[config.mk]
export PLATFORM = sky130hd
export DESIGN_NAME = serial_display_led_command_parser_flat
export DESIGN_NICKNAME = d
export VERILOG_FILES = /design/src/hdl/sdlcp_pkg.sv /design/src/hdl/sdlcp_if.sv /design/src/hdl/sdlcp_dp.sv /design/src/hdl/sdlcp_ctrl.sv /design/src/hdl/serial_display_led_command_parser.sv /design/src/flat_wrapper.sv
export SDC_FILE = /design/constraint.sdc
export NUM_CORES = 1
export LEC_CHECK = 0
export BUFFER_PORTS_ARGS = -buffer_cell sky130_fd_sc_hd__buf_2
export CAP_MARGIN = 10
export CELL_PAD_IN_SITES_DETAIL_PLACEMENT = 1
export CELL_PAD_IN_SITES_GLOBAL_PLACEMENT = 1
export CORE_ASPECT_RATIO = 0.6
export CORE_UTILIZATION = 36
export CTS_CLUSTER_SIZE = 8
export DETAILED_ROUTE_END_ITERATION = 8
export MAX_ROUTING_LAYER = met4
export PLACE_DENSITY = 0.65
export SLEW_MARGIN = 20
export SYNTH_ARGS = -nofsm -noshare
export SYNTH_HDL_FRONTEND = slang
export SYNTH_SLANG_ARGS = --single-unit
[constraint.sdc]
create_clock -name clk -period 2.55 [get_ports clk]
set_input_delay 0.255 -clock clk [delete_from_list [all_inputs] [get_ports clk]]
set_output_delay 0.255 -clock clk [all_outputs]
set_load 0.01 [all_outputs]
[src/hdl/sdlcp_pkg.sv]
package sdlcp_pkg;

  localparam int COLUMNS     = 16;
  localparam int STORE_DEPTH = COLUMNS - 1;
  localparam int CNT_W       = $clog2(COLUMNS);
  localparam int IDX_W       = (STORE_DEPTH > 1) ? $clog2(STORE_DEPTH) : 1;

  localparam logic [7:0] BYTE_ZERO       = 8'h00;
  localparam logic [7:0] BYTE_LED_OFF_HI = 8'h03;
  localparam logic [7:0] BYTE_NL         = 8'h0A;
  localparam logic [7:0] BYTE_LED_ON_LO  = 8'h10;
  localparam logic [7:0] BYTE_LED_ON_HI  = 8'h13;
  localparam logic [7:0] BYTE_SPACE      = 8'h20;
  localparam logic [7:0] BYTE_TOP        = 8'h21;
  localparam logic [7:0] BYTE_BOT        = 8'h22;

  localparam logic       KIND_LED  = 1'b0;
  localparam logic       KIND_CELL = 1'b1;
  localparam logic [2:0] ROW_TOP   = 3'd0;
  localparam logic [2:0] ROW_BOT   = 3'd2;

  typedef struct packed {
    logic idle_byte;
    logic cap_byte;
    logic col_clr;
    logic emit_blank;
    logic emit_text;
    logic line_end;
  } dp_cmd_t;

  typedef struct packed {
    logic out_free;
    logic is_nl;
    logic is_start;
    logic cnt_zero;
    logic col_end;
    logic text_last;
  } dp_sts_t;

endpackage

[src/hdl/sdlcp_if.sv]
interface sdlcp_in_if;
  logic       valid;
  logic       ready;
  logic [7:0] rx_byte;

  modport source (output valid, output rx_byte, input ready);
  modport sink (input valid, input rx_byte, output ready);
endinterface

interface sdlcp_out_if;
  logic       valid;
  logic       ready;
  logic       kind;
  logic [3:0] led_mask;
  logic [2:0] row;
  logic [3:0] column;
  logic [7:0] glyph;
  logic       last;

  modport source (output valid, output kind, output led_mask, output row,
                  output column, output glyph, output last, input ready);
  modport sink (input valid, input kind, input led_mask, input row,
                input column, input glyph, input last, output ready);
endinterface

[src/hdl/sdlcp_dp.sv]
module sdlcp_dp import sdlcp_pkg::*; (
  input  logic              clk,
  input  logic              rst_n,
  input  dp_cmd_t           cmd,
  input  logic [7:0]        rx_byte,
  output dp_sts_t           sts,
  sdlcp_out_if.source       out_ch
);

  logic             row_bot_r;
  logic [CNT_W-1:0] cnt_r;
  logic             zs_r;
  logic [3:0]       led_r, led_nxt;
  logic [CNT_W-1:0] col_r;
  logic [CNT_W-1:0] col_p1;
  logic [7:0]       store_r [STORE_DEPTH];

  logic             out_valid_r;
  logic             kind_r;
  logic [3:0]       mask_r;
  logic [2:0]       row_r;
  logic [3:0]       column_r;
  logic [7:0]       glyph_r;
  logic             last_r;

  logic             led_on, led_off, led_load, store_wr;
  logic [2:0]       cur_row;

  assign led_on   = (rx_byte >= BYTE_LED_ON_LO) && (rx_byte <= BYTE_LED_ON_HI);
  assign led_off  = (rx_byte <= BYTE_LED_OFF_HI);
  assign led_load = cmd.idle_byte && (led_on || led_off);
  assign store_wr = cmd.cap_byte && (rx_byte != BYTE_ZERO) && !zs_r &&
                    (cnt_r < CNT_W'(STORE_DEPTH));
  assign col_p1   = col_r + CNT_W'(1);
  assign cur_row  = row_bot_r ? ROW_BOT : ROW_TOP;

  // slot index is the low two bits for both on and off codes
  always_comb begin
    led_nxt = led_r;
    if (cmd.idle_byte && led_on) begin
      led_nxt = led_r | (4'b0001 << rx_byte[1:0]);
    end else if (cmd.idle_byte && led_off) begin
      led_nxt = led_r & ~(4'b0001 << rx_byte[1:0]);
    end
  end

  always_comb begin
    sts.out_free  = !out_valid_r || out_ch.ready;
    sts.is_nl     = (rx_byte == BYTE_NL);
    sts.is_start  = (rx_byte == BYTE_TOP) || (rx_byte == BYTE_BOT);
    sts.cnt_zero  = (cnt_r == '0);
    sts.col_end   = (col_r == CNT_W'(COLUMNS - 1));
    sts.text_last = ({1'b0, col_r} + (CNT_W+1)'(1)) == {1'b0, cnt_r};
  end

  always_ff @(posedge clk) begin
    if (!rst_n) begin
      row_bot_r   <= 1'b0;
      cnt_r       <= '0;
      zs_r        <= 1'b0;
      led_r       <= '0;
      col_r       <= '0;
      out_valid_r <= 1'b0;
    end else begin
      led_r <= led_nxt;
      if (cmd.idle_byte && sts.is_start) begin
        row_bot_r <= (rx_byte == BYTE_BOT);
        cnt_r     <= '0;
        zs_r      <= 1'b0;
      end
      if (cmd.cap_byte && (rx_byte == BYTE_ZERO)) begin
        zs_r <= 1'b1;
      end
      if (store_wr) begin
        cnt_r <= cnt_r + CNT_W'(1);
      end
      if (cmd.line_end) begin
        cnt_r <= '0;
        zs_r  <= 1'b0;
      end
      if (cmd.col_clr) begin
        col_r <= '0;
      end else if (cmd.emit_blank || cmd.emit_text) begin
        col_r <= col_p1;
      end
      if (led_load || cmd.emit_blank || cmd.emit_text) begin
        out_valid_r <= 1'b1;
      end else if (out_ch.ready) begin
        out_valid_r <= 1'b0;
      end
    end
  end

  // line store and result payload
  always_ff @(posedge clk) begin
    if (store_wr) begin
      store_r[cnt_r[IDX_W-1:0]] <= rx_byte;
    end
    if (led_load) begin
      kind_r   <= KIND_LED;
      mask_r   <= led_nxt;
      row_r    <= ROW_TOP;
      column_r <= 4'd0;
      glyph_r  <= 8'd0;
      last_r   <= 1'b1;
    end else if (cmd.emit_blank) begin
      kind_r   <= KIND_CELL;
      mask_r   <= led_r;
      row_r    <= cur_row;
      column_r <= 4'(col_r);
      glyph_r  <= BYTE_SPACE;
      last_r   <= sts.col_end && sts.cnt_zero;
    end else if (cmd.emit_text) begin
      kind_r   <= KIND_CELL;
      mask_r   <= led_r;
      row_r    <= cur_row;
      column_r <= 4'(col_p1);
      glyph_r  <= store_r[col_r[IDX_W-1:0]];
      last_r   <= sts.text_last;
    end
  end

  assign out_ch.valid    = out_valid_r;
  assign out_ch.kind     = kind_r;
  assign out_ch.led_mask = mask_r;
  assign out_ch.row      = row_r;
  assign out_ch.column   = column_r;
  assign out_ch.glyph    = glyph_r;
  assign out_ch.last     = last_r;

endmodule

[src/hdl/sdlcp_ctrl.sv]
module sdlcp_ctrl import sdlcp_pkg::*; (
  input  logic    clk,
  input  logic    rst_n,
  input  logic    in_valid,
  output logic    in_ready,
  input  dp_sts_t sts,
  output dp_cmd_t cmd
);

  localparam logic [1:0] S_IDLE  = 2'd0;
  localparam logic [1:0] S_CAP   = 2'd1;
  localparam logic [1:0] S_BLANK = 2'd2;
  localparam logic [1:0] S_TEXT  = 2'd3;

  logic [1:0] state_r, state_nxt;
  logic       xfer;

  assign in_ready = ((state_r == S_IDLE) || (state_r == S_CAP)) && sts.out_free;
  assign xfer     = in_valid && in_ready;

  always_comb begin
    cmd.idle_byte  = xfer && (state_r == S_IDLE);
    cmd.cap_byte   = xfer && (state_r == S_CAP) && !sts.is_nl;
    cmd.emit_blank = (state_r == S_BLANK) && sts.out_free;
    cmd.emit_text  = (state_r == S_TEXT) && sts.out_free;
    cmd.col_clr    = (xfer && (state_r == S_CAP) && sts.is_nl) ||
                     (cmd.emit_blank && sts.col_end);
    cmd.line_end   = (cmd.emit_blank && sts.col_end && sts.cnt_zero) ||
                     (cmd.emit_text && sts.text_last);
  end

  always_comb begin
    state_nxt = state_r;
    unique case (state_r)
      S_IDLE: begin
        if (xfer && sts.is_start) state_nxt = S_CAP;
      end
      S_CAP: begin
        if (xfer && sts.is_nl) state_nxt = S_BLANK;
      end
      S_BLANK: begin
        if (cmd.emit_blank && sts.col_end) begin
          state_nxt = sts.cnt_zero ? S_IDLE : S_TEXT;
        end
      end
      S_TEXT: begin
        if (cmd.emit_text && sts.text_last) state_nxt = S_IDLE;
      end
      default: state_nxt = S_IDLE;
    endcase
  end

  always_ff @(posedge clk) begin
    if (!rst_n) begin
      state_r <= S_IDLE;
    end else begin
      state_r <= state_nxt;
    end
  end

  a_no_input_during_burst: assert property (@(posedge clk) disable iff (!rst_n)
    ((state_r == S_BLANK) || (state_r == S_TEXT)) |-> !in_ready)
    else $error("input taken while a line is being written");

  a_text_has_chars: assert property (@(posedge clk) disable iff (!rst_n)
    (state_r == S_TEXT) |-> !sts.cnt_zero)
    else $error("text phase entered with an empty line");

  a_empty_line_ends: assert property (@(posedge clk) disable iff (!rst_n)
    (cmd.emit_blank && sts.col_end && sts.cnt_zero) |=> (state_r == S_IDLE))
    else $error("empty line did not return to idle after blanking");

endmodule

[src/hdl/serial_display_led_command_parser.sv]
// channel  direction  payload
// in_ch    sink       rx_byte[7:0]
// out_ch   source     kind, led_mask[3:0], row[2:0], column[3:0], glyph[7:0], last
//
// An LED command loads the output register as it is accepted. A newline starts a burst of
// COLUMNS space writes plus one write per stored character, one transfer per cycle while
// out_ch is not stalled, paced by the single output register; in_ch is held off meanwhile.
// rst_n is synchronous, active low: idle, top row, LEDs off, empty line.
// A stalled out_ch blocks further input until the output register is free.
module serial_display_led_command_parser import sdlcp_pkg::*; (
  input  logic        clk,
  input  logic        rst_n,
  sdlcp_in_if.sink    in_ch,
  sdlcp_out_if.source out_ch
);

  dp_cmd_t cmd;
  dp_sts_t sts;

  sdlcp_ctrl u_ctrl (
    .clk      (clk),
    .rst_n    (rst_n),
    .in_valid (in_ch.valid),
    .in_ready (in_ch.ready),
    .sts      (sts),
    .cmd      (cmd)
  );

  sdlcp_dp u_dp (
    .clk     (clk),
    .rst_n   (rst_n),
    .cmd     (cmd),
    .rx_byte (in_ch.rx_byte),
    .sts     (sts),
    .out_ch  (out_ch)
  );

endmodule
[src/flat_wrapper.sv]
// flat-port wrapper written by rule: the top's interface ports become plain ports
module serial_display_led_command_parser_flat import sdlcp_pkg::*;
  (clk, rst_n, in_ch_valid, in_ch_rx_byte, in_ch_ready, out_ch_valid, out_ch_kind, out_ch_led_mask, out_ch_row, out_ch_column, out_ch_glyph, out_ch_last, out_ch_ready);
  sdlcp_in_if in_ch_i ();
  sdlcp_out_if out_ch_i ();
  input  logic clk;
  input  logic rst_n;
  input wire logic [$bits(in_ch_i.valid)-1:0] in_ch_valid;
  input wire logic [$bits(in_ch_i.rx_byte)-1:0] in_ch_rx_byte;
  output wire logic [$bits(in_ch_i.ready)-1:0] in_ch_ready;
  output wire logic [$bits(out_ch_i.valid)-1:0] out_ch_valid;
  output wire logic [$bits(out_ch_i.kind)-1:0] out_ch_kind;
  output wire logic [$bits(out_ch_i.led_mask)-1:0] out_ch_led_mask;
  output wire logic [$bits(out_ch_i.row)-1:0] out_ch_row;
  output wire logic [$bits(out_ch_i.column)-1:0] out_ch_column;
  output wire logic [$bits(out_ch_i.glyph)-1:0] out_ch_glyph;
  output wire logic [$bits(out_ch_i.last)-1:0] out_ch_last;
  input wire logic [$bits(out_ch_i.ready)-1:0] out_ch_ready;
  assign in_ch_i.valid = in_ch_valid;
  assign in_ch_i.rx_byte = in_ch_rx_byte;
  assign in_ch_ready = in_ch_i.ready;
  assign out_ch_valid = out_ch_i.valid;
  assign out_ch_kind = out_ch_i.kind;
  assign out_ch_led_mask = out_ch_i.led_mask;
  assign out_ch_row = out_ch_i.row;
  assign out_ch_column = out_ch_i.column;
  assign out_ch_glyph = out_ch_i.glyph;
  assign out_ch_last = out_ch_i.last;
  assign out_ch_i.ready = out_ch_ready;
  serial_display_led_command_parser u_core (.clk(clk), .rst_n(rst_n), .in_ch(in_ch_i), .out_ch(out_ch_i));
endmodule
* After elaboration in Yosys (flattened, before gate mapping)
Memories as Yosys holds them, arrays and structs flattened. A register that Yosys moved wholly into a read port is not among the register bits.
Cells that the tools add are included.
** Word-level totals
- Register bits after elaboration :: 38
- Bits in latches :: 0
- Bits in writable memories :: 120
- Memory bits (read-only) :: 0
- Word-level logic and storage cells :: 119
- Memories kept :: 1
** Cells by class
- $add $sub $neg :: 3
- Multipliers :: 0
- Divide/modulo/power cells :: 0
- Order comparisons :: 4
- Eq/ne operators :: 12
- Shifts and indexed selects :: 1
- Multiplexer cells :: 32
- Bitwise logic cells :: 4
- Reduce and logical (&&, ||, !) cells :: 48
** Memories
- u_core.u_dp.store_r :: depth 15, bits a word 8, read ports 1, clocked after Yosys merged registers in 1, write ports 1, RTL line sdlcp_dp.sv:16 : logic [7:0] store_r [STORE_DEPTH];
** Operators by type and width (count)
- $mux W4 :: 11
- $logic_and A1 B1 Y1 :: 23
- $eq A8 B6 Y1 const B :: 2
- $mux W2 :: 6
- $mux W6 :: 2
- $mux W1 :: 10
- $logic_or A1 B1 Y1 :: 9
- $add A4 B1 Y4 const B :: 2
- $eq A8 B4 Y1 const B :: 1
- $ge A8 B5 Y1 const B :: 1
- $le A8 B2 Y1 const B :: 1
- $le A8 B5 Y1 const B :: 1
- $logic_not A8 Y1 :: 1
- $ne A2 B1 Y1 const B :: 4
- $pmux W2 S4 :: 1
- $reduce_bool A2 Y1 :: 4
- $reduce_bool A8 Y1 :: 1
- $mux W3 :: 2
- $reduce_or A2 Y1 :: 3
- $add A4 B1 Y5 const B :: 1
- $eq A5 B4 Y1 :: 1
- $and A4 B4 Y4 :: 1
- $eq A2 B2 Y1 const B :: 2
- $eq A4 B4 Y1 const B :: 1
- 11 further kinds :: 13

* Longest topological paths before layout
- Word-level depth :: 11
- Gate-level depth with buffers :: 7
- Gate-level depth less buffers :: 6

* By module
From an unflattened synthesis, not the netlist that was laid out.
** Unflattened totals
- Cell total of the unflattened synthesis :: 474
- Area total of the unflattened synthesis :: 6705.2 µm²
** By module, submodules not included
- sdlcp_dp :: times used 1, cells each 448, area an instance 6515.0 µm², sequential area each 4404.2 µm²
- sdlcp_ctrl :: times used 1, cells each 26, area an instance 190.2 µm², sequential area each 40.0 µm²

* Worst setup path after synthesis
Ideal clock, no wire load.
- Kind :: reg2reg
- From :: reg u_core.u_dp.cnt_r[0]
- To :: mem u_core.u_dp.store_r[1][0], enable pin
- Setup time :: 383 ps
- Arrival :: 1942 ps
- Path slack :: 225 ps
- Cell stages (with the launch flop) :: 8
- Path buffers :: 1
- Period minus slack after synthesis :: 2325 ps
- Cells stage by stage :: dfxtp_1 -> ha_1 -> a31o_2 -> a41oi_2 -> and2_4 -> buf_6 -> nand2_1 -> nor3_1
** On the way
- Longest elaborated chain between the ends :: 4
** RTL lines
- start, declared :: RTL line sdlcp_dp.sv:11 : logic [CNT_W-1:0] cnt_r;
- start signal, assigned :: RTL line sdlcp_dp.sv:75 : cnt_r <= cnt_r + CNT_W'(1);
- $lt A4 B4 Y1 :: RTL line sdlcp_dp.sv:33 : (cnt_r < CNT_W'(STORE_DEPTH));
- $logic_and A1 B1 Y1 :: RTL line sdlcp_dp.sv:32 : assign store_wr = cmd.cap_byte && (rx_byte != BYTE_ZERO) && !zs_r &&
- $mux W1 :: RTL line sdlcp_dp.sv:96 : if (store_wr) begin
- $mux W1 (not written as such) :: RTL line sdlcp_dp.sv:97 : store_r[cnt_r[IDX_W-1:0]] <= rx_byte;
- end, declared :: RTL line sdlcp_dp.sv:16
Several ways; a longest one is shown, not always the timed one.

* Worst setup path after layout
- From :: reg u_core.u_dp.cnt_r[0]
- To :: mem u_core.u_dp.store_r[0][0], enable pin
Same word-level chain as after synthesis.

==> results.py <==
metrics = {
    "clock_network": {
        "cts_buffers": 17,
        "postCtsHoldBufs": 0,
        "clk_latency_ps": 430,
        "cts-htree-levels": 4,
        "clk_pin_slew_ps": 70,
        "ctsResizeCount": 0,
        "root_buffer": "clkbuf_16",
        "tritoncts": "yes",
        "clockBufferDepth": 2,
        "cts.sinks": 160,
        "cts_setup_buffers": 0,
    },
    "global_route": {
        "overflow": 0,
        "antenna_found_initial": 0,
        "grt_start_max_net_pins": 24,
        "grt_pass1_wl_um": 25900,
        "grt_usage": 0.200,
        "first_global_vias": 4047,
    },
    "timing": {
        "max_freq_ghz": 0.457,
        "finalCriticalPeriod_ps": 2190,
        "hold_ws_ps": 192,
        "maxSlewViolCount": 0,
        "slew_headroom": 0.541,
        "finalSetupViolations": 0,
        "grt_setup_unrepaired": "false",
        "worst_pin_slew_ps": 688,
        "skew_ps": 11.6,
        "finalWorstSetupSlack_ps": 362,
        "finalCritPeriodShare": 0.858,
        "final.setup.tns_ps": 0,
        "hold_viol_final": 0,
    },
    "synth": {
        "synth_edf_count": 124,
        "syn-instance-count": 430,
        "syn_area_per_cell_um2": 15.3,
        "synthDominantCellAreaShare": 0.566,
        "async_flop_share": 0,
        "yosys_warnings": 0,
        "synth_cell_types": 51,
        "synth-seq-cells": 160,
        "synth_ff_type": "edfxtp_1",
        "syn-cell-area_um2": 6580,
        "synth_top_cell_by_area": "edfxtp_1",
        "synth_area_leaders": "edfxtp_1 57%, dfxtp_1 11%, mux4_2 7.9%, nor2_1 1.7%, nand2_1 1.6%",
        "ys_seq_area_frac": 0.676,
    },
    "floorplan": {
        "io_pins": 35,
        "die_w_um": 176,
        "start_util": 0.376,
        "die_area_um2": 18800,
        "rows": 37,
        "die_y_um": 107,
        "design.core.area_um2": 17500,
    },
    "final_layout": {
        "final_cell_mix": "124 x edfxtp_1, 35 x dfxtp_1, 32 x buf_2, 29 x nor2_1",
        "nNetsFinal": 502,
        "diodes": 0,
        "drive_gt1_frac": 0.267,
        "layout_commonest_cell": "edfxtp_1",
        "area_growth_pct": 16.7,
        "stdcell_count": 732,
    },
    "routing": {
        "firstDrtPassIters": 5,
        "drtAntennaViolNets": 0,
        "drt_wl_total_um": 17000,
        "via_per_inst": 5.33,
        "num_vias": 3905,
        "drt_iter0_drc": 365,
        "remaining_drc_errors": 0,
        "wl_per_cell_um": 23.2,
    },
    "power_and_ir_drop": {
        "p_sw_uw": 1170,
        "seq_power_share": 0.519,
        "p_sw_frac": 0.216,
        "ir_worst_vdd_mv": 0.432,
        "pwr-share-comb": 0.020,
        "p_int_uw": 4250,
        "p_per_area_nw_per_um2": 706,
        "p_leak_uw": 0.00255,
        "clkPwrFrac": 0.462,
    },
    "placement": {
        "dp_hpwl_um": 11900,
        "portBuffers": 32,
        "gp_congestion": 0.827,
        "dp_cells": 700,
        "dp_slack_ps": 387,
    },
    "setup_path": {
        "cp_max_fo": 9,
        "cp.required_ps": 2610,
        "critPathKind": "reg -> reg",
        "startpoint_type": "register",
        "ff2ff_path_depth": 5,
        "critPathCaptureType": "register",
        "cp.arrival_ps": 2250,
    },
    "min_path": {
        "hp-class": "in -> reg",
        "min_path_cells": 2,
    },
    "job": {
        "drv_cap": 0,
    },
    "run_status": {
        "status": "finished clean",
    },
}
==> through the flow <==
step                      cell area, um2   util  total power, uW
after floorplan                     6580      -             2900
after global placement              7090  0.405             2970
after detailed placement            7090  0.405             2970
after CTS                           7680  0.439             5470
after global routing                7680  0.439             5590
final                               7680  0.439             5420
==> routing by layer <==
metal  wire length [um]  track usage  vias up
met1               8770        0.306     2022
li1                   -            -     1757
met2               7240        0.269      115
met3                902       0.0390       11
met5                  0            -        -
met4                 85       0.0505        0
==> power groups by stage <==
stage | sequential [uW] | clock, uW | combinational [uW]
6_report | 2810 | 2500 | 106
5_1_grt | 2810 | 2670 | 115
4_1_cts | 2810 | 2550 | 107
3_5_place_dp | 2870 | 0 | 106
3_3_place_gp | 2870 | 0 | 103
2_1_floorplan | 2870 | 0 | 28.2
==> Yosys cell counts (all sizes together) (9+ instances only) <==
master / n
o21ai: 17
nor3: 12
nand3: 15
nor2b: 9
edfxtp: 124
nor2: 29
mux2: 10
mux4: 24
nand2: 28
buf: 18
mux2i: 10
dfxtp: 36
==> state kept, by name, summed over array words and instances (netlist names), named ones only <==
name and count:
u_core.u_dp.led_r 4, u_core.u_dp.col_r 4, u_core.u_ctrl.state_r 2, u_core.u_dp.out_ch.kind 1, u_core.u_dp.out_ch.glyph 8, u_core.u_dp.zs_r 1, u_core.u_dp.cnt_r 4, u_core.u_dp.out_ch.valid 1
u_core.u_dp.row_bot_r 1, u_core.u_dp.out_ch.row 1, u_core.u_dp.out_ch.led_mask 4, u_core.u_dp.out_ch.column 4, u_core.u_dp.out_ch.last 1, u_core.u_dp.store_r 120
==> critical path, cell delays in order (launching register included) <==
cell	delay, ps
dfxtp_1	360
ha_1	250
a31o_2	260
a41oi_2	230
and2_4	240
and3_1	480
==> cell type report <==
cell class | count | area (um2)
tap | 234 | 293
timing repair buffer | 60 | 370
inverter | 5 | 18.8
fill | 1765 | 9820
multi-input combinational | 241 | 1960
clock buffer | 21 | 493
sequential | 160 | 4450
clock inverter | 11 | 95.1
==> logic make-up after synthesis <==
family | after synthesis | synth area share
flip-flops | 160 | 0.676
AND/OR/NAND/NOR | 124 | 0.0976
AO/OA/AOI/OAI | 51 | 0.0525
multiplexers | 44 | 0.115
buffers and inverters | 30 | 0.0264
XOR/XNOR | 15 | 0.0223
adder cells (fa/ha/maj) | 5 | 0.00951
other | 1 | 0.000570
==> path summary, 6_finish.rpt <==
| kind | endpoint | slack [ps] | from |
|---|---|---|---|
| worst max register to register | u_core.u_dp.store_r[0][0]$_DFFE_PP_ | 360 | u_core.u_dp.cnt_r[0]$_SDFFE_PP0P_ |
| worst min-delay path | u_core.u_dp.out_ch.valid$_SDFFE_PN0P_ | 190 | rst_n |
| worst max-delay path | u_core.u_dp.store_r[0][0]$_DFFE_PP_ | 360 | u_core.u_dp.cnt_r[0]$_SDFFE_PP0P_ |
| worst min register to register | u_core.u_dp.out_ch.row[1]$_SDFFE_PN0N_ | 460 | u_core.u_dp.out_ch.row[1]$_SDFFE_PN0N_ |
No activity file was read; power rests on OpenSTA's default activity.
